File: config.mk
export PLATFORM = sky130hd
export DESIGN_NAME = ordered_crossover_permutation_core
export DESIGN_NICKNAME = d
export VERILOG_FILES = /design/src/rtl/core/ocx_pkg.sv /design/src/rtl/core/ocx_ram.sv /design/src/rtl/core/ocx_ctrl.sv /design/src/rtl/core/ocx_datapath.sv /design/src/rtl/core/ordered_crossover_permutation_core.sv
export SDC_FILE = /design/constraint.sdc
export NUM_CORES = 2
export LEC_CHECK = 0
export ABC_AREA = 0
export BUFFER_PORTS_ARGS = -buffer_cell sky130_fd_sc_hd__buf_4
export CAP_MARGIN = 30
export CORE_UTILIZATION = 29
export CTS_CLUSTER_DIAMETER = 60
export CTS_CLUSTER_SIZE = 28
export DETAILED_ROUTE_END_ITERATION = 16
export SYNTH_ARGS = -nofsm -noshare
export SYNTH_HDL_FRONTEND = slang
export SYNTH_SLANG_ARGS = --single-unit
export TNS_END_PERCENT = 5
File: constraint.sdc
create_clock -name clk_i -period 11.4 [get_ports clk_i]
set_input_delay 1.71 -clock clk_i [delete_from_list [all_inputs] [get_ports clk_i]]
set_output_delay 1.71 -clock clk_i [all_outputs]
set_load 0.05 [all_outputs]
File: src/rtl/core/ocx_pkg.sv
// shared types and constants for the order crossover core
package ocx_pkg;

  // field widths fixed by the item format
  localparam int CityW            = 6;
  localparam int CountW           = 7;
  localparam int InDataW          = 24;
  localparam int OutDataW         = 24;
  localparam int OutFieldsW       = 3 * CityW;

  // defaults and limits
  localparam int MaxCitiesDefault = 64;
  localparam int MinCities        = 2;
  localparam logic [CountW-1:0] CityCountReset = 7'd64;
  localparam int BitmapDepth      = 1 << CityW;

  // controller states
  typedef enum logic [4:0] {
    S_LOAD   = 5'b00001,
    S_SEG    = 5'b00010,
    S_FILL   = 5'b00100,
    S_SETTLE = 5'b01000,
    S_OUT    = 5'b10000
  } ocx_state_e;

  // controller to datapath
  typedef struct packed {
    logic load;        // parent item transfer
    logic pair_start;  // final item of a pair: latch cuts, clear bitmaps
    logic seg_rd;      // read one segment position
    logic fill_rd;     // read one fill scan position
    logic out_arm;     // rewind address for readout
    logic out_run;     // readout in progress
    logic out_load;    // take one result into the output register
    logic cfg_we;      // city count write
  } ocx_cmd_t;

  // datapath to controller
  typedef struct packed {
    logic load_final;  // next item loads the last position
    logic seg_last;    // segment read at the cut end
    logic fill_last;   // last fill scan read
    logic primed;      // child read data matches the address
    logic out_free;    // output register can take a result
    logic out_last;    // readout address at the last position
  } ocx_status_t;

endpackage

File: src/rtl/core/ocx_ram.sv
// generic single write port ram with registered read
module ocx_ram #(
  parameter int WIDTH = 8,
  parameter int DEPTH = 64
) (
  input  logic                     clk_i,
  input  logic                     we_i,
  input  logic [$clog2(DEPTH)-1:0] waddr_i,
  input  logic [WIDTH-1:0]         wdata_i,
  input  logic [$clog2(DEPTH)-1:0] raddr_i,
  output logic [WIDTH-1:0]         rdata_o
);

  logic [WIDTH-1:0] mem_q [DEPTH];

  // write port
  always_ff @(posedge clk_i) begin
    if (we_i) begin
      mem_q[waddr_i] <= wdata_i;
    end
  end

  // registered read, old data on a same address write
  always_ff @(posedge clk_i) begin
    rdata_o <= mem_q[raddr_i];
  end

endmodule

File: src/rtl/core/ocx_ctrl.sv
// sequencer for load, segment copy, fill scan and readout
module ocx_ctrl (
  input  logic                clk_i,
  input  logic                rst_ni,
  input  logic                in_valid_i,
  output logic                in_ready_o,
  input  logic                cfg_valid_i,
  output logic                cfg_ready_o,
  input  ocx_pkg::ocx_status_t status_i,
  output ocx_pkg::ocx_cmd_t    cmd_o
);
  import ocx_pkg::*;

  ocx_state_e state_q, state_d;

  // state register
  always_ff @(posedge clk_i or negedge rst_ni) begin
    if (!rst_ni) begin
      state_q <= S_LOAD;
    end else begin
      state_q <= state_d;
    end
  end

  assign in_ready_o  = (state_q == S_LOAD);
  assign cfg_ready_o = 1'b1;

  // next state and commands
  always_comb begin
    state_d          = state_q;
    cmd_o            = '0;
    cmd_o.cfg_we     = cfg_valid_i;
    case (state_q)
      S_LOAD: begin
        cmd_o.load       = in_valid_i;
        cmd_o.pair_start = in_valid_i && status_i.load_final;
        if (in_valid_i && status_i.load_final) begin
          state_d = S_SEG;
        end
      end
      S_SEG: begin
        cmd_o.seg_rd = 1'b1;
        if (status_i.seg_last) begin
          state_d = S_FILL;
        end
      end
      S_FILL: begin
        cmd_o.fill_rd = 1'b1;
        if (status_i.fill_last) begin
          state_d = S_SETTLE;
        end
      end
      S_SETTLE: begin
        cmd_o.out_arm = 1'b1;
        state_d       = S_OUT;
      end
      S_OUT: begin
        cmd_o.out_run  = 1'b1;
        cmd_o.out_load = status_i.primed && status_i.out_free;
        if (status_i.primed && status_i.out_free && status_i.out_last) begin
          state_d = S_LOAD;
        end
      end
      default: begin
        state_d = S_LOAD;
      end
    endcase
  end

`ifndef SYNTHESIS
  // a completed pair always moves on to the segment copy
  assert property (@(posedge clk_i) disable iff (!rst_ni)
    cmd_o.pair_start |=> state_q == S_SEG)
    else $error("pair start did not enter segment copy");
`endif

endmodule

File: src/rtl/core/ocx_datapath.sv
// parent and child stores, segment bitmaps, counters and output register
module ocx_datapath #(
  parameter int MAX_CITIES = ocx_pkg::MaxCitiesDefault
) (
  input  logic                        clk_i,
  input  logic                        rst_ni,
  input  ocx_pkg::ocx_cmd_t           cmd_i,
  output ocx_pkg::ocx_status_t        status_o,
  input  logic [ocx_pkg::CountW-1:0]  cfg_data_i,
  input  logic [ocx_pkg::CityW-1:0]   p1_city_i,
  input  logic [ocx_pkg::CityW-1:0]   p2_city_i,
  input  logic [ocx_pkg::CityW-1:0]   cut_start_i,
  input  logic [ocx_pkg::CityW-1:0]   cut_end_i,
  input  logic                        out_ready_i,
  output logic                        out_valid_o,
  output logic [ocx_pkg::CityW-1:0]   out_pos_o,
  output logic [ocx_pkg::CityW-1:0]   out_c1_o,
  output logic [ocx_pkg::CityW-1:0]   out_c2_o,
  output logic                        out_last_o
);
  import ocx_pkg::*;

  localparam int AW   = $clog2(MAX_CITIES);
  localparam int CW   = AW + 1;
  localparam int CMPW = (CW > CountW) ? CW : CountW;

  logic [CountW-1:0]      city_count_q;
  logic [AW-1:0]          load_cnt_q;
  logic [AW-1:0]          lo_q, hi_q, addr_q, cnt_q, j1_q, j2_q, seg_addr_q;
  logic [CW-1:0]          fill1_q, fill2_q;
  logic [BitmapDepth-1:0] bm1_q, bm2_q;
  logic                   seg_vld_q, fill_vld_q, primed_q, out_valid_q;

  logic [CW-1:0]          n, nm1, free, addr_e, k_e, off;
  logic [CMPW-1:0]        cc_e, n_e, nm1_e, cs_e, ce_e, lo_e, ce_c, hi_e, pos_e;
  logic [AW-1:0]          nm1_a, k, lo_new, hi_new;
  logic [CityW-1:0]       p1_rd, p2_rd, c1_rd, c2_rd;
  logic                   acc1, acc2, in_seg, wr1, wr2;
  logic                   c1_we, c2_we;
  logic [AW-1:0]          c1_waddr, c2_waddr;
  logic [CityW-1:0]       c1_wdata, c2_wdata;

  // cyclic successor of a position
  function automatic logic [AW-1:0] next_pos(input logic [AW-1:0] p,
                                             input logic [CW-1:0] cnt);
    logic [CW-1:0] q;
    q = CW'(p) + CW'(1);
    next_pos = (q >= cnt) ? '0 : q[AW-1:0];
  endfunction

  // active count clamped to the supported range
  always_comb begin
    cc_e  = CMPW'(city_count_q);
    if (cc_e < CMPW'(MinCities)) begin
      n_e = CMPW'(MinCities);
    end else if (cc_e > CMPW'(MAX_CITIES)) begin
      n_e = CMPW'(MAX_CITIES);
    end else begin
      n_e = cc_e;
    end
    n     = n_e[CW-1:0];
    nm1   = n - CW'(1);
    nm1_a = nm1[AW-1:0];
    nm1_e = CMPW'(nm1);
  end

  // cut clamping on the final item
  always_comb begin
    cs_e   = CMPW'(cut_start_i);
    ce_e   = CMPW'(cut_end_i);
    lo_e   = (cs_e > nm1_e) ? nm1_e : cs_e;
    ce_c   = (ce_e > nm1_e) ? nm1_e : ce_e;
    hi_e   = (ce_c < lo_e) ? lo_e : ce_c;
    lo_new = lo_e[AW-1:0];
    hi_new = hi_e[AW-1:0];
  end

  // fill start and number of free positions per child
  assign k    = next_pos(hi_q, n);
  assign free = n - CW'(hi_q) + CW'(lo_q) - CW'(1);

  // parent stores
  ocx_ram #(.WIDTH(CityW), .DEPTH(MAX_CITIES)) u_p1_ram (
    .clk_i   (clk_i),
    .we_i    (cmd_i.load),
    .waddr_i (load_cnt_q),
    .wdata_i (p1_city_i),
    .raddr_i (addr_q),
    .rdata_o (p1_rd)
  );

  ocx_ram #(.WIDTH(CityW), .DEPTH(MAX_CITIES)) u_p2_ram (
    .clk_i   (clk_i),
    .we_i    (cmd_i.load),
    .waddr_i (load_cnt_q),
    .wdata_i (p2_city_i),
    .raddr_i (addr_q),
    .rdata_o (p2_rd)
  );

  // fill decisions, one scan position per cycle
  assign acc1 = fill_vld_q && !bm1_q[p2_rd] && (fill1_q < free);
  assign acc2 = fill_vld_q && !bm2_q[p1_rd] && (fill2_q < free);

  // child write port: segment copy or cross fill
  always_comb begin
    if (seg_vld_q) begin
      c1_we    = 1'b1;
      c2_we    = 1'b1;
      c1_waddr = seg_addr_q;
      c2_waddr = seg_addr_q;
      c1_wdata = p1_rd;
      c2_wdata = p2_rd;
    end else begin
      c1_we    = acc1;
      c2_we    = acc2;
      c1_waddr = j1_q;
      c2_waddr = j2_q;
      c1_wdata = p2_rd;
      c2_wdata = p1_rd;
    end
  end

  // child stores
  ocx_ram #(.WIDTH(CityW), .DEPTH(MAX_CITIES)) u_c1_ram (
    .clk_i   (clk_i),
    .we_i    (c1_we),
    .waddr_i (c1_waddr),
    .wdata_i (c1_wdata),
    .raddr_i (addr_q),
    .rdata_o (c1_rd)
  );

  ocx_ram #(.WIDTH(CityW), .DEPTH(MAX_CITIES)) u_c2_ram (
    .clk_i   (clk_i),
    .we_i    (c2_we),
    .waddr_i (c2_waddr),
    .wdata_i (c2_wdata),
    .raddr_i (addr_q),
    .rdata_o (c2_rd)
  );

  // a position was written if it lies in the segment or in the filled run after it
  always_comb begin
    addr_e = CW'(addr_q);
    k_e    = CW'(k);
    off    = (addr_e >= k_e) ? (addr_e - k_e) : (addr_e + n - k_e);
    in_seg = (addr_q >= lo_q) && (addr_q <= hi_q);
    wr1    = in_seg || (off < fill1_q);
    wr2    = in_seg || (off < fill2_q);
    pos_e  = CMPW'(addr_q);
  end

  // counters, bitmaps and pipeline flags
  always_ff @(posedge clk_i or negedge rst_ni) begin
    if (!rst_ni) begin
      city_count_q <= CityCountReset;
      load_cnt_q   <= '0;
      lo_q         <= '0;
      hi_q         <= '0;
      addr_q       <= '0;
      cnt_q        <= '0;
      j1_q         <= '0;
      j2_q         <= '0;
      seg_addr_q   <= '0;
      fill1_q      <= '0;
      fill2_q      <= '0;
      bm1_q        <= '0;
      bm2_q        <= '0;
      seg_vld_q    <= 1'b0;
      fill_vld_q   <= 1'b0;
      primed_q     <= 1'b0;
      out_valid_q  <= 1'b0;
    end else begin
      // configuration and load position
      if (cmd_i.cfg_we) begin
        city_count_q <= cfg_data_i;
        load_cnt_q   <= '0;
      end else if (cmd_i.load) begin
        load_cnt_q <= status_o.load_final ? '0 : load_cnt_q + AW'(1);
      end

      // shared scan address
      if (cmd_i.pair_start) begin
        lo_q    <= lo_new;
        hi_q    <= hi_new;
        addr_q  <= lo_new;
        fill1_q <= '0;
        fill2_q <= '0;
      end else if (cmd_i.seg_rd) begin
        if (addr_q == hi_q) begin
          addr_q <= k;
          cnt_q  <= '0;
          j1_q   <= k;
          j2_q   <= k;
        end else begin
          addr_q <= addr_q + AW'(1);
        end
      end else if (cmd_i.fill_rd) begin
        addr_q <= next_pos(addr_q, n);
        cnt_q  <= cnt_q + AW'(1);
      end else if (cmd_i.out_arm) begin
        addr_q <= '0;
      end else if (cmd_i.out_load) begin
        addr_q <= addr_q + AW'(1);
      end

      seg_vld_q  <= cmd_i.seg_rd;
      seg_addr_q <= addr_q;
      fill_vld_q <= cmd_i.fill_rd;

      // segment membership
      if (cmd_i.pair_start) begin
        bm1_q <= '0;
        bm2_q <= '0;
      end else if (seg_vld_q) begin
        bm1_q[p1_rd] <= 1'b1;
        bm2_q[p2_rd] <= 1'b1;
      end

      // fill write pointers
      if (acc1) begin
        j1_q    <= next_pos(j1_q, n);
        fill1_q <= fill1_q + CW'(1);
      end
      if (acc2) begin
        j2_q    <= next_pos(j2_q, n);
        fill2_q <= fill2_q + CW'(1);
      end

      // registered read data is valid in the cycle after the address holds
      primed_q <= cmd_i.out_run && !cmd_i.out_load;

      // output register valid
      if (cmd_i.out_load) begin
        out_valid_q <= 1'b1;
      end else if (out_ready_i) begin
        out_valid_q <= 1'b0;
      end
    end
  end

  // output payload
  always_ff @(posedge clk_i) begin
    if (cmd_i.out_load) begin
      out_pos_o  <= pos_e[CityW-1:0];
      out_c1_o   <= wr1 ? c1_rd : '0;
      out_c2_o   <= wr2 ? c2_rd : '0;
      out_last_o <= (addr_q == nm1_a);
    end
  end

  assign out_valid_o = out_valid_q;

  // status to the controller
  always_comb begin
    status_o            = '0;
    status_o.load_final = (load_cnt_q == nm1_a);
    status_o.seg_last   = (addr_q == hi_q);
    status_o.fill_last  = (cnt_q == nm1_a);
    status_o.primed     = primed_q;
    status_o.out_free   = !out_valid_q || out_ready_i;
    status_o.out_last   = (addr_q == nm1_a);
  end

`ifndef SYNTHESIS
  // fill never writes more than the free positions
  assert property (@(posedge clk_i) disable iff (!rst_ni)
    fill_vld_q |-> (fill1_q <= free) && (fill2_q <= free))
    else $error("fill count beyond free positions");

  // segment copy and fill never share the child write port
  assert property (@(posedge clk_i) disable iff (!rst_ni)
    !(seg_vld_q && fill_vld_q))
    else $error("segment and fill writes overlap");

  // a result is only taken from settled child data
  assert property (@(posedge clk_i) disable iff (!rst_ni)
    cmd_i.out_load |-> primed_q && $past(cmd_i.out_run))
    else $error("result taken before child read settled");
`endif

endmodule

File: src/rtl/core/ordered_crossover_permutation_core.sv
// top level of the order crossover (ox1) core
//
//  channel   dir  handshake                        payload
//  s_axis    in   s_axis_tvalid / s_axis_tready    parent cities, cut points
//  m_axis    out  m_axis_tvalid / m_axis_tready    position, child cities, tlast
//  cfg       in   cfg_valid_i / cfg_ready_o        city_count
//
//  parent items are accepted while loading; the final item of a pair starts the build.
//  build: a segment copy from clamped cut_start to clamped cut_end, a fill scan over
//  all n positions and a settle step, each read through the single parent store read port;
//  then one result per registered child store read, in position order, held by stalls.
//  no item is taken while a pair is built or read out; reset clears all control.
module ordered_crossover_permutation_core #(
  parameter int MAX_CITIES = ocx_pkg::MaxCitiesDefault
) (
  input  logic                          clk_i,
  input  logic                          rst_ni,
  input  logic                          s_axis_tvalid,
  output logic                          s_axis_tready,
  // parent_one_city, parent_two_city, cut_start, cut_end
  input  logic [ocx_pkg::InDataW-1:0]   s_axis_tdata,
  output logic                          m_axis_tvalid,
  input  logic                          m_axis_tready,
  // position, child_one_city, child_two_city, zero fill
  output logic [ocx_pkg::OutDataW-1:0]  m_axis_tdata,
  output logic                          m_axis_tlast,
  input  logic                          cfg_valid_i,
  output logic                          cfg_ready_o,
  input  logic [ocx_pkg::CountW-1:0]    cfg_data_i
);
  import ocx_pkg::*;

  ocx_cmd_t         cmd;
  ocx_status_t      status;
  logic [CityW-1:0] out_pos, out_c1, out_c2;

  ocx_ctrl u_ctrl (
    .clk_i       (clk_i),
    .rst_ni      (rst_ni),
    .in_valid_i  (s_axis_tvalid),
    .in_ready_o  (s_axis_tready),
    .cfg_valid_i (cfg_valid_i),
    .cfg_ready_o (cfg_ready_o),
    .status_i    (status),
    .cmd_o       (cmd)
  );

  ocx_datapath #(.MAX_CITIES(MAX_CITIES)) u_datapath (
    .clk_i       (clk_i),
    .rst_ni      (rst_ni),
    .cmd_i       (cmd),
    .status_o    (status),
    .cfg_data_i  (cfg_data_i),
    .p1_city_i   (s_axis_tdata[CityW-1:0]),
    .p2_city_i   (s_axis_tdata[2*CityW-1:CityW]),
    .cut_start_i (s_axis_tdata[3*CityW-1:2*CityW]),
    .cut_end_i   (s_axis_tdata[4*CityW-1:3*CityW]),
    .out_ready_i (m_axis_tready),
    .out_valid_o (m_axis_tvalid),
    .out_pos_o   (out_pos),
    .out_c1_o    (out_c1),
    .out_c2_o    (out_c2),
    .out_last_o  (m_axis_tlast)
  );

  // pack result fields, lowest field first
  assign m_axis_tdata = {{(OutDataW - OutFieldsW){1'b0}}, out_c2, out_c1, out_pos};

endmodule

==> metrics <==
clk sink count 1785; final critical-path required period 6780 ps; CTS tree yes; max incr delay on CP 580 ps; Die Y 506 um; drt initial violations 4170; Setup CP Type register to register; wire length per cell 23.3 um; number of max-cap violations 0; Crit. End Element register; Final Util 33.0%; met1 GRT Util 20.2%; run status finished clean; Mapped Cells 4000; DRT Pass-1 Iters 5; root buffer cell clkbuf_16; ANT nets after route 0; Setup TNS 0 ps; Post-synth EDFFs 1555; critical path arrival 7270 ps; Top FF cell, synth edfxtp_1; Vias 37800; vias in the first global route 37700; synth unique cells 83; Mapped Area 73800 um2; flops & latches, synth 1785; relative slew slack 32.6%; fin. max-slew vios 0; share of the yosys chip area belonging to registers 71.0%; CP max-delay cell or4_1; Post-layout nets 4261; FP Rows 184; Syn. warnings 0; Worst Setup Start Kind register; met2 Use GR 21.3%; Mean Syn Cell Area 18.4 um2; core area 252000 um2; # IOs 64; DP HPWL 112 mm; CTS Buf Count 113; clk slew on worst S/H paths 80 ps; Overall Global Routing Usage 13.6%; DR vias/cell 5.00; Peak VDD IR 0.154 mV; worst slew pin tran 1010 ps; final WL 176 mm; crit share post-route 59.4%; Die W 506 um; synthesis-to-layout area growth 12.7%; Final Hold Vio Count 0; power per cell area 198 nW/um2; compound-gate portion of the synthesized area 3.40%; initial antenna violation count 5; Resized Gates After CTS 0; RSZ-0062 raised after global routing false; Critical Path RT 11900 ps; DRC viols 0; Longest Clk Path Bufs 3; Filler cells 23800; crit path max fanout 9; post-synthesis mux area share 16.5%; main combinational cell family by area after synthesis multiplexers; Adder-Cell Fraction of Synth Area 2.22%; LEAKAGE 26.2 nW; Buffers on Ports 56; layout cell share with drive strength beyond 1 23.0%; Clock H-tree levels 3; simple-gate portion of the synthesized area 4.79%; largest net degree at the start of global routing 113; first-pass GRT wire length 263 mm; Hold-fix buffers, CTS 0; number of buffers added for setup after CTS 0; grt ovf 0; Starting Density 29.3%; Min-Delay Path Class register to register; met3 Resource Use GR 1.93%; CP most frequent cell inv_1; Synth Area in XOR/XNOR 0.541%; global route hottest layer met2; clock skew 67.8 ps; die area 256000 um2; gpl congestion 0.833; Max Freq 148 MHz; clk_lat worst skew 810 ps; # setup viols final 0; Post-synth ARST share 11.5%
-- through the flow --
step	total power [mW]	hold slack [ps]	area [um2]	cells	worst slack, ps
6_report	16.4	493	83100	7556	4620
3_5_place_dp	11.8	477	78700	7336	4610
5_1_grt	17.1	517	83100	7554	4310
2_1_floorplan	10.6	442	73800	4007	5400
4_1_cts	16.6	497	83000	7552	4630
3_3_place_gp	11.8	468	78400	7311	4590
-- registers in the layout, summed over array words and instances, names as in the netlist, 7 cells and up --
register	count
u_datapath.cc_e	7
u_datapath.u_p1_ram.mem_q	384
u_datapath.fill2_q	7
u_datapath.u_p2_ram.mem_q	384
u_datapath.fill1_q	7
u_datapath.bm1_q	64
u_datapath.bm2_q	64
u_datapath.u_c1_ram.mem_q	384
u_datapath.u_c2_ram.mem_q	384
-- power by group --
group          total (mW)  internal [mW]  switching, mW
sequential           7.88           7.68          0.197
clock                4.79           2.31           2.48
combinational        3.77           1.60           2.18
total                16.4           11.6           4.85
-- layout make-up --
type	instances	area [um2]	share of cell area (%)
sequential	1785	52300	63.0
multi-input combinational	1925	20300	24.4
clock inverter	93	1420	1.71
inverter	98	373	0.449
clock buffer	123	2950	3.55
tap	3348	4190	5.04
timing repair buffer	182	1500	1.81
antenna	2	5.00	0.00602
-- logic make-up (layout without fill, tap and decap cells) --
| group | after synthesis | count (layout) |
|---|---|---|
| AOI/OAI and AO/OA | 407 | 407 |
| xor gates and xnor gates | 44 | 44 |
| adders and majority gates | 123 | 123 |
| buffers and inverters | 297 | 496 |
| DFF | 1785 | 1785 |
| muxes | 567 | 567 |
| other | 2 | 11 |
| and+or+nand+nor | 775 | 775 |
-- cell usage after synthesis (39+ instances only) --
master    instances  area, um2
edfxtp_1       1555      46700
nor2_1          410       1540
ha_1            106       1330
nand3_1          42        210
nand2b_1         39        244
inv_1            97        364
buf_1            47        176
o21ai_0          71        355
mux4_2          515      11600
dfrtp_1         204       5100
a21oi_1         184        921
nand2_1         123        462
clkbuf_1        110        413
-- layout by cell type (no fill, tap or decap), types with 12 or more instances in the layout --
master / n
mux2_2: 20
buf_4: 163
inv_8: 16
xnor2_1: 32
clkbuf_16: 114
inv_1: 97
a21o_1: 18
o211ai_1: 12
edfxtp_1: 1555
nand3_1: 42
nor3_1: 28
clkinv_8: 15
nand2b_1: 39
and3_1: 24
bufinv_16: 12
ha_1: 106
nor2b_1: 21
buf_6: 12
o21ai_0: 69
dfxtp_1: 24
inv_6: 14
nand2_1: 123
mux4_2: 515
nor2_1: 409
dfrtp_1: 198
a21oi_1: 184
fa_1: 14
mux2i_1: 27
a31oi_1: 13
-- final timing paths --
kind	start	to	slack (ps)	cells after the start
max reg2reg	u_datapath.cc_e[2]	u_datapath.out_c1_o[3]	4620	29
min in group asynchronous	rst_ni	u_datapath.primed_q	930	1
min reg2reg	u_datapath.bm1_q[21]	u_datapath.bm1_q[21]	490	2
min	u_datapath.bm1_q[21]	u_datapath.bm1_q[21]	490	2
max	u_datapath.cc_e[2]	u_datapath.out_c1_o[3]	4620	29
max in group asynchronous	rst_ni	u_datapath.addr_q[3]	8920	2
-- per-layer routing --
metal	vias to the layer above	routed length [um]
li1	16200	-
met1	20100	80500
met2	1283	81900
met3	197	10800
met4	0	3120
met5	-	0
-- critical path, delay by kind of cell, from the launching register on --
| kind | cells | cell delay [ps] |
|---|---|---|
| buf+inv | 5 | 650 |
| xor+xnor | 1 | 150 |
| compound gates | 10 | 2040 |
| flops | 1 | 460 |
| fa+ha+maj | 5 | 1680 |
| simple gates | 8 | 1540 |
Note: power is estimated with default switching activity, not from simulation.
